## config.mk

```make
export PLATFORM = sky130hd
export DESIGN_NAME = device_circuit_breaker_backoff_flat
export DESIGN_NICKNAME = d
export VERILOG_FILES = /design/src/design/dcbb_pkg.sv /design/src/design/dcbb_if.sv /design/src/design/device_circuit_breaker_backoff.sv /design/src/flat_wrapper.sv
export VERILOG_INCLUDE_DIRS = /design/src /design/src/design
export SDC_FILE = /design/constraint.sdc
export NUM_CORES = 2
export LEC_CHECK = 0
export BUFFER_PORTS_ARGS = -buffer_cell sky130_fd_sc_hd__buf_4
export CELL_PAD_IN_SITES_DETAIL_PLACEMENT = 1
export CELL_PAD_IN_SITES_GLOBAL_PLACEMENT = 1
export CORE_MARGIN = 2
export CORE_UTILIZATION = 55
export DETAILED_ROUTE_END_ITERATION = 16
export PLACE_DENSITY_LB_ADDON = 0.1
export SLEW_MARGIN = 40
export SYNTH_ARGS = -nofsm -noshare
export SYNTH_HDL_FRONTEND = slang
export SYNTH_MEMORY_MAX_BITS = 65536
export SYNTH_SLANG_ARGS = --single-unit
```

## constraint.sdc

```tcl
create_clock -name clk -period 14.6 [get_ports clk]
set_clock_uncertainty 0.15 [all_clocks]
set_input_delay 3.65 -clock clk [delete_from_list [all_inputs] [get_ports clk]]
set_output_delay 3.65 -clock clk [all_outputs]
set_load 0.05 [all_outputs]
```

## src/design/device_circuit_breaker_backoff_assert.svh

```systemverilog
// ----------------------------------------------------------------------------
// Assertion macros for the device circuit breaker
// Concurrent assertion wrappers, clocked on clk and held off during reset.
// ----------------------------------------------------------------------------
`ifndef DEVICE_CIRCUIT_BREAKER_BACKOFF_ASSERT_SVH
`define DEVICE_CIRCUIT_BREAKER_BACKOFF_ASSERT_SVH

`ifndef SYNTHESIS

// Check that prop holds at every clock edge outside reset.
`define DCBB_ASSERT(label, prop, msg) \
	label: assert property (@(posedge clk) disable iff (!arst_n) (prop)) \
		else $error(msg);

// Check that cond never holds at a clock edge outside reset.
`define DCBB_ASSERT_NEVER(label, cond, msg) \
	label: assert property (@(posedge clk) disable iff (!arst_n) !(cond)) \
		else $error(msg);

`else

`define DCBB_ASSERT(label, prop, msg)
`define DCBB_ASSERT_NEVER(label, cond, msg)

`endif

`endif

```

## src/design/dcbb_pkg.sv

```systemverilog
// ----------------------------------------------------------------------------
// Device circuit breaker package
// Field widths, register map and reset values shared by the design files.
// ----------------------------------------------------------------------------
package dcbb_pkg;

	// Field widths of one access beat and one result beat.
	localparam int ADDR_W    = 8;
	localparam int NOW_W     = 32;
	localparam int LEVEL_W   = 3;
	localparam int RETRY_W   = 32;

	// Address bits 7..1 select the entry.
	localparam int ADDR_IDX_W   = ADDR_W - 1;
	localparam int NUM_ADDR_IDX = 2 ** ADDR_IDX_W;

	// Backoff delay register file.
	localparam int NUM_DELAYS = 6;
	localparam int DELAY_W    = 16;
	localparam int CFG_IDX_W  = 3;

	typedef logic [DELAY_W-1:0] delay_t;

	// Register indexes on the configuration port.
	typedef enum logic [CFG_IDX_W-1:0] {
		REG_DELAY_ONE   = 3'd0,
		REG_DELAY_TWO   = 3'd1,
		REG_DELAY_THREE = 3'd2,
		REG_DELAY_FOUR  = 3'd3,
		REG_DELAY_FIVE  = 3'd4,
		REG_DELAY_SIX   = 3'd5
	} cfg_reg_t;

	localparam delay_t DELAY_RESET [NUM_DELAYS] = '{
		16'd5, 16'd20, 16'd50, 16'd200, 16'd500, 16'd1000
	};

	// Defaults of the top-level parameters.
	localparam int NUM_DEVICES_DEF = 128;
	localparam int MAX_LEVEL_DEF   = 6;
	localparam int TICK_BITS_DEF   = 32;

endpackage

```

## src/design/dcbb_if.sv

```systemverilog
// ----------------------------------------------------------------------------
// Device circuit breaker channels
// Valid/ready channels for access beats and result beats.
// ----------------------------------------------------------------------------
interface dcbb_in_if import dcbb_pkg::*; ();
	logic               valid;
	logic               ready;
	logic [ADDR_W-1:0]  device_address;
	logic [NOW_W-1:0]   now_tick;
	logic               transfer_ok;

	modport source (output valid, device_address, now_tick, transfer_ok, input ready);
	modport sink   (input valid, device_address, now_tick, transfer_ok, output ready);
endinterface

interface dcbb_out_if import dcbb_pkg::*; ();
	logic               valid;
	logic               ready;
	logic               result_code;
	logic               was_blocked;
	logic [LEVEL_W-1:0] level_after;
	logic [RETRY_W-1:0] retry_after;

	modport source (output valid, result_code, was_blocked, level_after, retry_after,
		input ready);
	modport sink   (input valid, result_code, was_blocked, level_after, retry_after,
		output ready);
endinterface

```

## src/design/device_circuit_breaker_backoff.sv

```systemverilog
// ----------------------------------------------------------------------------
// Device circuit breaker with backoff
// Per-device failure level and retry tick, one table update per access beat.
// ----------------------------------------------------------------------------
//
//  channel  | dir | handshake        | payload
//  ---------+-----+------------------+-------------------------------------------
//  in_ch    | in  | valid / ready    | device_address, now_tick, transfer_ok
//  out_ch   | out | valid / ready    | result_code, was_blocked, level_after,
//           |     |                  | retry_after
//  cfg      | in  | cfg_we (no wait) | cfg_index, cfg_data
//
//  One access beat per cycle while out_ch keeps taking results; a taken beat
//  is registered in the lookup stage, then moves into the result register.
//  The entry table has one read and one write port: read at accept, written
//  when the beat moves into the result register, with a bypass for
//  back-to-back hits on the same entry.
//  Reset clears the per-entry valid bits at once: no clearing pass is needed.
//  A stalled result register holds the stage behind it, and in_ch.ready drops
//  only while both stages are full and out_ch is not taking a beat.
//
`include "device_circuit_breaker_backoff_assert.svh"

module device_circuit_breaker_backoff import dcbb_pkg::*; #(
	parameter int NUM_DEVICES = NUM_DEVICES_DEF,
	parameter int MAX_LEVEL   = MAX_LEVEL_DEF,
	parameter int TICK_BITS   = TICK_BITS_DEF
) (
	input  logic                 clk,
	input  logic                 arst_n,
	dcbb_in_if.sink              in_ch,
	dcbb_out_if.source           out_ch,
	input  logic                 cfg_we,
	input  logic [CFG_IDX_W-1:0] cfg_index,
	input  logic [DELAY_W-1:0]   cfg_data
);

	localparam int IDX_W = (NUM_DEVICES > 1) ? $clog2(NUM_DEVICES) : 1;
	localparam int ENT_W = LEVEL_W + TICK_BITS;

	// ------------------------------------------------------------------
	// Delay registers
	// ------------------------------------------------------------------
	delay_t delay_q [NUM_DELAYS];

	always_ff @(posedge clk or negedge arst_n) begin
		if (!arst_n) begin
			for (int i = 0; i < NUM_DELAYS; i++) begin
				delay_q[i] <= DELAY_RESET[i];
			end
		end else if (cfg_we && (cfg_index <= REG_DELAY_SIX)) begin
			// Drop writes beyond the register list.
			delay_q[cfg_index] <= cfg_data;
		end
	end

	// ------------------------------------------------------------------
	// Address to entry index: bits 7..1, wrapped to the table depth
	// ------------------------------------------------------------------
	logic [IDX_W-1:0] idx_lut [NUM_ADDR_IDX];

	for (genvar v = 0; v < NUM_ADDR_IDX; v++) begin : g_idx_lut
		assign idx_lut[v] = IDX_W'(v % NUM_DEVICES);
	end

	logic [IDX_W-1:0] in_idx;
	assign in_idx = idx_lut[in_ch.device_address[ADDR_W-1:1]];

	// ------------------------------------------------------------------
	// Handshake control
	// ------------------------------------------------------------------
	logic s1_valid_q;
	logic out_valid_q;
	logic s1_adv;
	logic in_take;

	// Advance the lookup stage when the result register is free or draining.
	assign s1_adv       = s1_valid_q && (!out_valid_q || out_ch.ready);
	assign in_ch.ready  = !s1_valid_q || s1_adv;
	assign in_take      = in_ch.valid && in_ch.ready;

	always_ff @(posedge clk or negedge arst_n) begin
		if (!arst_n) begin
			s1_valid_q  <= 1'b0;
			out_valid_q <= 1'b0;
		end else begin
			if (in_take) begin
				s1_valid_q <= 1'b1;
			end else if (s1_adv) begin
				s1_valid_q <= 1'b0;
			end
			if (s1_adv) begin
				out_valid_q <= 1'b1;
			end else if (out_ch.ready) begin
				out_valid_q <= 1'b0;
			end
		end
	end

	// ------------------------------------------------------------------
	// Entry table: {level, retry tick}, valid bits mark written entries
	// ------------------------------------------------------------------
	logic [ENT_W-1:0]       table_mem [NUM_DEVICES];
	logic [NUM_DEVICES-1:0] ent_valid_q;

	logic [IDX_W-1:0]       idx_s1;
	logic [TICK_BITS-1:0]   now_s1;
	logic                   ok_s1;
	logic [ENT_W-1:0]       rd_ent_s1;
	logic                   rd_vld_s1;
	logic                   fwd_s1;
	logic [LEVEL_W-1:0]     fwd_level_s1;
	logic [TICK_BITS-1:0]   fwd_retry_s1;

	logic [LEVEL_W-1:0]     lvl_old;
	logic [TICK_BITS-1:0]   retry_old;
	logic                   blocked;
	logic                   err;
	logic [LEVEL_W-1:0]     lvl_new;
	logic [LEVEL_W-1:0]     lvl_dec;
	logic [CFG_IDX_W-1:0]   dly_sel;
	logic [TICK_BITS-1:0]   retry_new;

	always_ff @(posedge clk) begin
		if (s1_adv) begin
			table_mem[idx_s1] <= {lvl_new, retry_new};
		end
		if (in_take) begin
			rd_ent_s1 <= table_mem[in_idx];
		end
	end

	always_ff @(posedge clk or negedge arst_n) begin
		if (!arst_n) begin
			ent_valid_q <= '0;
		end else if (s1_adv) begin
			ent_valid_q[idx_s1] <= 1'b1;
		end
	end

	// Capture the beat; bypass the entry the stage ahead is writing right now.
	always_ff @(posedge clk or negedge arst_n) begin
		if (!arst_n) begin
			fwd_s1 <= 1'b0;
		end else if (in_take) begin
			fwd_s1 <= s1_adv && (idx_s1 == in_idx);
		end
	end

	always_ff @(posedge clk) begin
		if (in_take) begin
			idx_s1       <= in_idx;
			now_s1       <= TICK_BITS'(in_ch.now_tick);
			ok_s1        <= in_ch.transfer_ok;
			rd_vld_s1    <= ent_valid_q[in_idx];
			fwd_level_s1 <= lvl_new;
			fwd_retry_s1 <= retry_new;
		end
	end

	// ------------------------------------------------------------------
	// Breaker decision
	// ------------------------------------------------------------------
	always_comb begin
		if (fwd_s1) begin
			lvl_old   = fwd_level_s1;
			retry_old = fwd_retry_s1;
		end else begin
			lvl_old   = rd_vld_s1 ? rd_ent_s1[ENT_W-1 -: LEVEL_W] : '0;
			retry_old = rd_ent_s1[TICK_BITS-1:0];
		end

		// Refuse while a failed device's retry tick lies ahead (plain compare).
		blocked   = (lvl_old != '0) && (now_s1 < retry_old);
		lvl_new   = lvl_old;
		retry_new = retry_old;
		err       = 1'b1;

		if (lvl_old < LEVEL_W'(MAX_LEVEL)) begin
			lvl_dec = lvl_old;
		end else begin
			lvl_dec = LEVEL_W'(MAX_LEVEL - 1);
		end
		// Levels past the last register share its delay.
		if (lvl_dec >= LEVEL_W'(NUM_DELAYS)) begin
			dly_sel = CFG_IDX_W'(NUM_DELAYS - 1);
		end else begin
			dly_sel = CFG_IDX_W'(lvl_dec);
		end

		if (!blocked) begin
			if (ok_s1) begin
				lvl_new = '0;
				err     = 1'b0;
			end else begin
				lvl_new   = lvl_dec + LEVEL_W'(1);
				retry_new = TICK_BITS'(now_s1 + TICK_BITS'(delay_q[dly_sel]));
			end
		end
	end

	// ------------------------------------------------------------------
	// Result register
	// ------------------------------------------------------------------
	logic                 res_err_q;
	logic                 res_blk_q;
	logic [LEVEL_W-1:0]   res_lvl_q;
	logic [TICK_BITS-1:0] res_retry_q;

	always_ff @(posedge clk) begin
		if (s1_adv) begin
			res_err_q   <= err;
			res_blk_q   <= blocked;
			res_lvl_q   <= lvl_new;
			res_retry_q <= retry_new;
		end
	end

	assign out_ch.valid       = out_valid_q;
	assign out_ch.result_code = res_err_q;
	assign out_ch.was_blocked = res_blk_q;
	assign out_ch.level_after = res_lvl_q;
	assign out_ch.retry_after = RETRY_W'(res_retry_q);

	// ------------------------------------------------------------------
	// Assertions
	// ------------------------------------------------------------------
	`DCBB_ASSERT(a_blocked_is_error,
		out_ch.valid && out_ch.was_blocked |-> out_ch.result_code,
		"blocked access reported as success")
	`DCBB_ASSERT(a_level_in_range,
		out_ch.valid |-> out_ch.level_after <= LEVEL_W'(MAX_LEVEL),
		"failure level above saturation")
	`DCBB_ASSERT(a_success_clears,
		out_ch.valid && !out_ch.result_code |-> out_ch.level_after == '0,
		"success left a nonzero level")
	`DCBB_ASSERT(a_failure_raises,
		out_ch.valid && out_ch.result_code && !out_ch.was_blocked |-> out_ch.level_after != '0,
		"failed access left level at zero")
	`DCBB_ASSERT(a_stall_holds_stage,
		s1_valid_q && out_valid_q && !out_ch.ready |=> s1_valid_q && $stable(idx_s1),
		"lookup stage moved while result stalled")

endmodule

```

## src/flat_wrapper.sv

```systemverilog
// flat-port wrapper written by rule: the top's interface ports become plain ports
module device_circuit_breaker_backoff_flat import dcbb_pkg::*;
#(
	parameter int NUM_DEVICES = NUM_DEVICES_DEF,
	parameter int MAX_LEVEL   = MAX_LEVEL_DEF,
	parameter int TICK_BITS   = TICK_BITS_DEF
)
  (clk, arst_n, cfg_we, cfg_index, cfg_data, in_ch_valid, in_ch_device_address, in_ch_now_tick, in_ch_transfer_ok, in_ch_ready, out_ch_valid, out_ch_result_code, out_ch_was_blocked, out_ch_level_after, out_ch_retry_after, out_ch_ready);
  dcbb_in_if in_ch_i ();
  dcbb_out_if out_ch_i ();
  input  logic clk;
  input  logic arst_n;
  input  logic cfg_we;
  input  logic [CFG_IDX_W-1:0] cfg_index;
  input  logic [DELAY_W-1:0] cfg_data;
  input wire logic [$bits(in_ch_i.valid)-1:0] in_ch_valid;
  input wire logic [$bits(in_ch_i.device_address)-1:0] in_ch_device_address;
  input wire logic [$bits(in_ch_i.now_tick)-1:0] in_ch_now_tick;
  input wire logic [$bits(in_ch_i.transfer_ok)-1:0] in_ch_transfer_ok;
  output wire logic [$bits(in_ch_i.ready)-1:0] in_ch_ready;
  output wire logic [$bits(out_ch_i.valid)-1:0] out_ch_valid;
  output wire logic [$bits(out_ch_i.result_code)-1:0] out_ch_result_code;
  output wire logic [$bits(out_ch_i.was_blocked)-1:0] out_ch_was_blocked;
  output wire logic [$bits(out_ch_i.level_after)-1:0] out_ch_level_after;
  output wire logic [$bits(out_ch_i.retry_after)-1:0] out_ch_retry_after;
  input wire logic [$bits(out_ch_i.ready)-1:0] out_ch_ready;
  assign in_ch_i.valid = in_ch_valid;
  assign in_ch_i.device_address = in_ch_device_address;
  assign in_ch_i.now_tick = in_ch_now_tick;
  assign in_ch_i.transfer_ok = in_ch_transfer_ok;
  assign in_ch_ready = in_ch_i.ready;
  assign out_ch_valid = out_ch_i.valid;
  assign out_ch_result_code = out_ch_i.result_code;
  assign out_ch_was_blocked = out_ch_i.was_blocked;
  assign out_ch_level_after = out_ch_i.level_after;
  assign out_ch_retry_after = out_ch_i.retry_after;
  assign out_ch_i.ready = out_ch_ready;
  device_circuit_breaker_backoff #(.NUM_DEVICES(NUM_DEVICES), .MAX_LEVEL(MAX_LEVEL), .TICK_BITS(TICK_BITS)) u_core (.clk(clk), .arst_n(arst_n), .in_ch(in_ch_i), .out_ch(out_ch_i), .cfg_we(cfg_we), .cfg_index(cfg_index), .cfg_data(cfg_data));
endmodule
```

## Yosys cells after proc, flatten, opt, wreduce, memory -nomap -nowiden

Memory sizes are Yosys's and may differ from the RTL's. A register that Yosys moved wholly into a read port is not among the register bits.
Cells that the tools add are included.

| storage, ports and cells | value |
|---|---|
| flip-flop bits (word level) | 340 |
| RAM bits | 4480 |
| bits of input ports | 65 |
| word-level logic and storage cells | 82 |
| memories kept | 2 |
| bits in latches | 0 |
| bits in read-only memories | 896 |
| output and inout port bits | 39 |

Memories:

| name | words | width | read ports | clocked after memory_dff | wr ports | line | RTL |
|---|---|---|---|---|---|---|---|
| u_core.table_mem | 128 | 35 | 1 | 1 | 1 | device_circuit_breaker_backoff.sv:103 | `logic [ENT_W-1:0] table_mem [NUM_DEVICES];` |
| (no name shown) | 128 | 7 | 1 | 0 | 0 | device_circuit_breaker_backoff.sv:67 | `assign in_idx = idx_lut[in_ch.device_address[ADDR_W-1:1]];` |

| cells by class | value |
|---|---|
| $lt $le $gt $ge | 11 |
| $add $sub $neg | 2 |
| multiply operators | 0 |
| bitwise gates (word level) | 4 |
| reductions and logical operators | 14 |
| equal/unequal tests | 1 |
| multiplexer cells | 28 |
| div/mod/pow operators | 0 |
| shifts and indexed selects | 0 |

Operator list:

| operator | number |
|---|---|
| $or A128 B128 Y128 | 1 |
| $bwmux W96 | 1 |
| $mux W32 | 3 |
| $bmux W16 S3 | 1 |
| $demux W16 S3 | 1 |
| $mux W16 | 3 |
| $add A32 B16 Y32 | 1 |
| $lt A32 B32 Y1 | 1 |
| $mux W3 | 6 |
| $lt A7 B8 Y1 const B | 2 |
| $mux W7 | 2 |
| $mux W1 | 9 |
| $ge A4 B4 Y1 const B | 2 |
| $ge A8 B8 Y1 const B | 1 |
| $not A3 Y4 | 2 |
| $not A7 Y8 | 1 |
| $bmux W1 S7 | 1 |
| $demux W1 S7 | 1 |
| $eq A7 B7 Y1 | 1 |
| $ge A7 B1 Y1 const B | 1 |
| $logic_and A1 B1 Y1 | 7 |
| $lt A4 B1 Y1 const B | 1 |
| $reduce_bool A2 Y1 | 2 |
| $add A3 B1 Y3 const B | 1 |
| other kinds (6) | 8 |

## Logic depth before layout (Yosys ltp)

| depth | value |
|---|---|
| depth in word-level cells | 13 |
| gate-level depth with buffers | 24 |
| mapped depth without buffers | 21 |

## Worst setup path before layout

Ideal clock, no wire load.

| timing | value |
|---|---|
| kind | register to register |
| start | register u_core.fwd_s1 |
| end | register u_core.fwd_retry_s1[12] (data pin) |
| path slack | 3.405 ns |
| data arrival time | 9.806 ns |
| buffers on the path | 4 |
| cell stages (with the launch flop) | 25 |
| clock period less this slack | 11.195 ns |
| setup time | 1.239 ns |
| cell sequence | dfrtp_1 > buf_2 > a22oi_1 > nand2b_1 > clkbuf_1 > clkinv_1 > clkbuf_1 > ha_1 > inv_1 > a21oi_1 > nor2_1 > buf_2 > mux2i_1 > mux2_2 > a21oi_1 > ha_1 > inv_1 > fa_1 > nand2b_1 > a21oi_1 > o21ai_1 > o21ai_0 > a21o_1 > a211oi_1 > o31ai_1 |

| between the ends | value |
|---|---|
| cells in the longest elaborated chain, start to end | 12 |

Ends and longest elaborated chain:

| element | line | RTL |
|---|---|---|
| start, declared | device_circuit_breaker_backoff.sv:111 | `logic fwd_s1;` |
| start signal, assigned | device_circuit_breaker_backoff.sv:146 | `fwd_s1 <= s1_adv && (idx_s1 == in_idx);` |
| $mux W3 | device_circuit_breaker_backoff.sv:165 | `if (fwd_s1) begin` |
| $lt A3 B3 Y1 | device_circuit_breaker_backoff.sv:179 | `if (lvl_old < LEVEL_W'(MAX_LEVEL)) begin` |
| $mux W3 | device_circuit_breaker_backoff.sv:179 |  |
| $ge A3 B3 Y1 | device_circuit_breaker_backoff.sv:185 | `if (lvl_dec >= LEVEL_W'(NUM_DELAYS)) begin` |
| $mux W3 | device_circuit_breaker_backoff.sv:185 |  |
| $not A3 Y4 (implied by the code) | device_circuit_breaker_backoff.sv:197 | `retry_new = TICK_BITS'(now_s1 + TICK_BITS'(delay_q[dly_sel]));` |
| $bmux W16 S3 | device_circuit_breaker_backoff.sv:197 |  |
| $mux W16 (implied by the code) (2 in series) | device_circuit_breaker_backoff.sv:197 |  |
| $add A32 B16 Y32 | device_circuit_breaker_backoff.sv:197 |  |
| $mux W32 | device_circuit_breaker_backoff.sv:192 | `if (ok_s1) begin` |
| $mux W32 (*) | device_circuit_breaker_backoff.sv:191 | `if (!blocked) begin` |
| net u_core.retry_new[12] | device_circuit_breaker_backoff.sv:122 | `logic [TICK_BITS-1:0] retry_new;` |
| end signal, assigned | device_circuit_breaker_backoff.sv:157 | `fwd_retry_s1 <= retry_new;` |
| end, declared | device_circuit_breaker_backoff.sv:113 | `logic [TICK_BITS-1:0] fwd_retry_s1;` |

The timed path passes the listed nets; every way through them passes the cells marked *. The select of a mux whose other input is x is not followed.
A chain may end at the register's enable or synchronous reset.

## Worst setup path after layout

| timing | value |
|---|---|
| start | register u_core.fwd_s1 |
| end | memory u_core.table_mem[73][30] (netlist name) (data pin) |

| between the ends | value |
|---|---|
| cells in the longest elaborated chain, start to end | 12 |

Ends and longest elaborated chain:

| element | line |
|---|---|
| $mux W3 | device_circuit_breaker_backoff.sv:165 |
| $lt A3 B3 Y1 | device_circuit_breaker_backoff.sv:179 |
| $mux W3 | device_circuit_breaker_backoff.sv:179 |
| $ge A3 B3 Y1 | device_circuit_breaker_backoff.sv:185 |
| $mux W3 | device_circuit_breaker_backoff.sv:185 |
| $not A3 Y4 (implied by the code) | device_circuit_breaker_backoff.sv:197 |
| $bmux W16 S3 | device_circuit_breaker_backoff.sv:197 |
| $mux W16 (implied by the code) (2 in series) | device_circuit_breaker_backoff.sv:197 |
| $add A32 B16 Y32 | device_circuit_breaker_backoff.sv:197 |
| $mux W32 | device_circuit_breaker_backoff.sv:192 |
| $mux W32 (*) | device_circuit_breaker_backoff.sv:191 |
| net u_core.retry_new[30] | device_circuit_breaker_backoff.sv:122 |
| end, declared | device_circuit_breaker_backoff.sv:103 |

Marks and branches as above.

==> out/metrics.cfg <==
[outcome]
outcome = completed

[clock_network]
clkLatencyLatePin_ns = 1.00
cts_buffers = 484
cts_tree = built
clkSlewWorstSetupHoldPaths_ns = 0.06
post_cts_buffers = 0
post_cts_resized = 0
clock_path_buffers = 4
root_buffer = clkbuf_16
cts.sinks = 4855
hold_buffers = 0
ctsHtreeMaxLevel = 5

[routing]
wl_um = 522700
detail-route-antenna-nets = 0
remaining_drc_errors = 0
drt_iter0_drc = 11960
viasPerCell = 6.683
firstDrtPassIters = 6
wl_per_cell_um = 38.05
via_count = 91800

[timing]
post-route-min-period_ns = 9.222
layout_worst_path_cycle_share_pct = 63.16
hold_viol_final = 0
worst_slew_pin_slew_ns = 0.9149
slew_headroom_pct = 37.26
rsz0062_at_grt = false
setup_tns_ns = 0
fmax_mhz = 108.4
setup_violations = 0
slew_viol_final = 0

[placement]
dp_hpwl_um = 291500
globalplace.congestion = 0.8406
port_buffers = 102

[floorplanning]
die_area_um2 = 345100
ios = 104
placementRows = 214
start_util_pct = 55.19
die_h_um = 587.5
die_w_um = 587.5
core-area_um2 = 339200

[final_layout]
area_growth_syn_to_layout_pct = 13.54
final_common_cell = edfxtp_1
drive_gt1_share_pct = 31.43
fill_cells = 26870
fin_util_pct = 62.67
mostFrequentLayoutCells = edfxtp_1 (4628), mux4_2 (1224), clkbuf_16 (495), mux2i_1 (481), buf_4 (379)
fin_nets = 8886

[pwr]
peakVddDrop_v = 0.0001148
comb_power_share_pct = 9.5
pwr-share-seq_pct = 52.2
intPower_mw = 23.99
p_switching_mw = 7.489
p_leak_nw = 68.79
p_sw_share_pct = 23.79
p_clk_share_pct = 38.3
p_per_area_nw_per_um2 = 148.1

[flow_run]
drv_cap = 0

[synthesis]
syn_nets = 8363
synth_ff_type = edfxtp_1
synth.avg_cell_area_um2 = 22.70
yosys_warnings = 0
synth_edf_count = 4628
synth_area_um2 = 187200
synth_cell_types = 60
yosysSeqAreaShare_pct = 77.27
synth-seq-cells = 4855
synthArstFlopShare_pct = 4.676
netlist_instances = 8248

[worst_setup_path]
cp.required_ns = 15.10
critPathArrivalTime_ns = 9.72
crit_type = reg2reg
endpoint_kind = flip-flop
cp_max_fo = 67
cp-start-kind = flip-flop
reg2reg_depth = 26

[worst_hold_path]
hold_path.class = reg2reg
min_path_cells = 1

[global_routing]
antenna_found_initial = 44
first_global_vias = 95520
grt-ovfl-total = 0
grt_pass1_wl_um = 734300
grt_max_degree = 131
grt_usage_pct = 30.43

[critical path, cell delays in order, from the launching register on]
cell	delay, ns
dfrtp_2	0.40
buf_4	0.58
nor2b_1	0.16
a22oi_1	0.22
buf_4	0.36
nand2b_1	0.22
clkinv_1	0.65
ha_1	0.51
inv_1	0.06
a21oi_1	0.08
nor2_4	0.09
buf_4	0.56
mux2i_1	0.16
mux2_2	0.29
a21oi_1	0.26
ha_1	0.26
inv_1	0.07
fa_1	0.41
nand2b_1	0.21
a21oi_1	0.23
o21ai_1	0.21
o211a_1	0.40
a2111oi_0	0.61
xnor2_1	0.20
mux2i_4	0.17
buf_6	0.46
buf_4	0.64
[synth_stat cells (18+ instances only)]
library cell     n  area [um^2]
o22ai_1        144        900.9
o21ai_0         22        110.1
xnor2_1         18        157.7
a311o_1         36        360.4
a22oi_1        110        825.8
buf_2          125        625.6
nor4_1          37        231.5
buf_1           53        198.9
mux2i_1        508         5085
nand3_1         72        360.4
mux2_2         113         1272
edfxtp_1      4628       139000
or2_2          128        800.8
dfstp_2         22        578.1
clkbuf_1       232        870.8
mux4_2        1224        27570
nor2_1         199        747.0
ha_1            49        613.1
dfrtp_1        205         5130
a21oi_1         42        210.2
nand2_1        124        465.5
[logic make-up (layout without fill, tap and decap cells)]
logic type / after synthesis / in the layout / synth area share, %
mux: 1845 / 1845 / 18.12
compound gates: 409 / 409 / 1.521
fa+ha+maj: 50 / 50 / 0.3381
xor+xnor: 33 / 33 / 0.1544
simple gates: 620 / 620 / 1.596
flops: 4855 / 4855 / 77.27
buf+inv: 436 / 1371 / 1.006
other cells: 0 / 18 / 0
[cell type report]
cell class	instances	area [um^2]	share of cell area (%)
flip-flops and latches	4855	144700	68.05
multi-input cells	2957	42780	20.12
diodes	18	45.04	0.02119
inverters	8	35.03	0.01648
well taps	4536	5675	2.669
repair buffers	465	4109	1.933
clock buffers	655	13300	6.255
clock inverters	243	1977	0.9298
[layer usage]
metal | wire [um] | part of all wire (%) | up-vias | track usage [%]
met5 | 69 | 0.013 | - | 0
met3 | 59350 | 11 | 755 | 9.313
met4 | 18270 | 3.5 | 10 | 9.573
met1 | 204300 | 39 | 50190 | 42.94
li1 | - | - | 36040 | -
met2 | 240700 | 46 | 4808 | 46.07
[power groups by stage]
stage               combinational (mW)  clock (mW)  sequential [mW]
finish                            3.00        12.1             16.4
global route                      3.18        12.7             16.4
CTS                               2.96        12.2             16.4
detailed placement                2.95           0             16.7
global placement                  2.78           0             16.7
floorplan                         1.50           0             16.9
[sequential cells by signal, summed over array words and instances (netlist names), 3 cells and up]
signal	cells
u_core.rd_ent_s1	35
u_core.fwd_level_s1	3
u_core.out_ch.retry_after	32
u_core.ent_valid_q	128
u_core.out_ch.level_after	3
u_core.table_mem	4480
u_core.idx_s1	7
u_core.now_s1	32
u_core.fwd_retry_s1	32
u_core.delay_q	96
[metrics by stage]
stage / std cells / worst slack [ns] / hold WS, ns / cell area (um^2) / power, mW
6_report: 13740 / 5.378 / 0.3132 / 212600 / 31.48
5_1_grt: 13720 / 4.722 / 0.3290 / 212600 / 32.34
4_1_cts: 13700 / 5.126 / 0.3168 / 212100 / 31.62
3_5_place_dp: 12810 / 5.238 / 0.3014 / 196800 / 19.67
3_3_place_gp: 12790 / 5.367 / 0.2949 / 196200 / 19.47
2_1_floorplan: 8248 / 3.405 / 0.2837 / 187200 / 18.43
[worst paths after layout]
path                                                           from                                  end  slack [ns]
worst max-delay path                      u_core.fwd_s1$_DFFE_PN0P_   u_core.table_mem[73][30]$_DFFE_PP_        5.38
worst min-delay path            u_core.ent_valid_q[117]$_DFFE_PN0P_  u_core.ent_valid_q[117]$_DFFE_PN0P_        0.31
worst max register to register            u_core.fwd_s1$_DFFE_PN0P_   u_core.table_mem[73][30]$_DFFE_PP_        5.38
worst min register to register  u_core.ent_valid_q[117]$_DFFE_PN0P_  u_core.ent_valid_q[117]$_DFFE_PN0P_        0.31
max in group asynchronous                                    arst_n   u_core.ent_valid_q[99]$_DFFE_PN0P_        9.86
min in group asynchronous                                    arst_n       u_core.delay_q[63]$_DFFE_PN0P_        2.44
No activity file was read; power rests on OpenSTA's default activity.
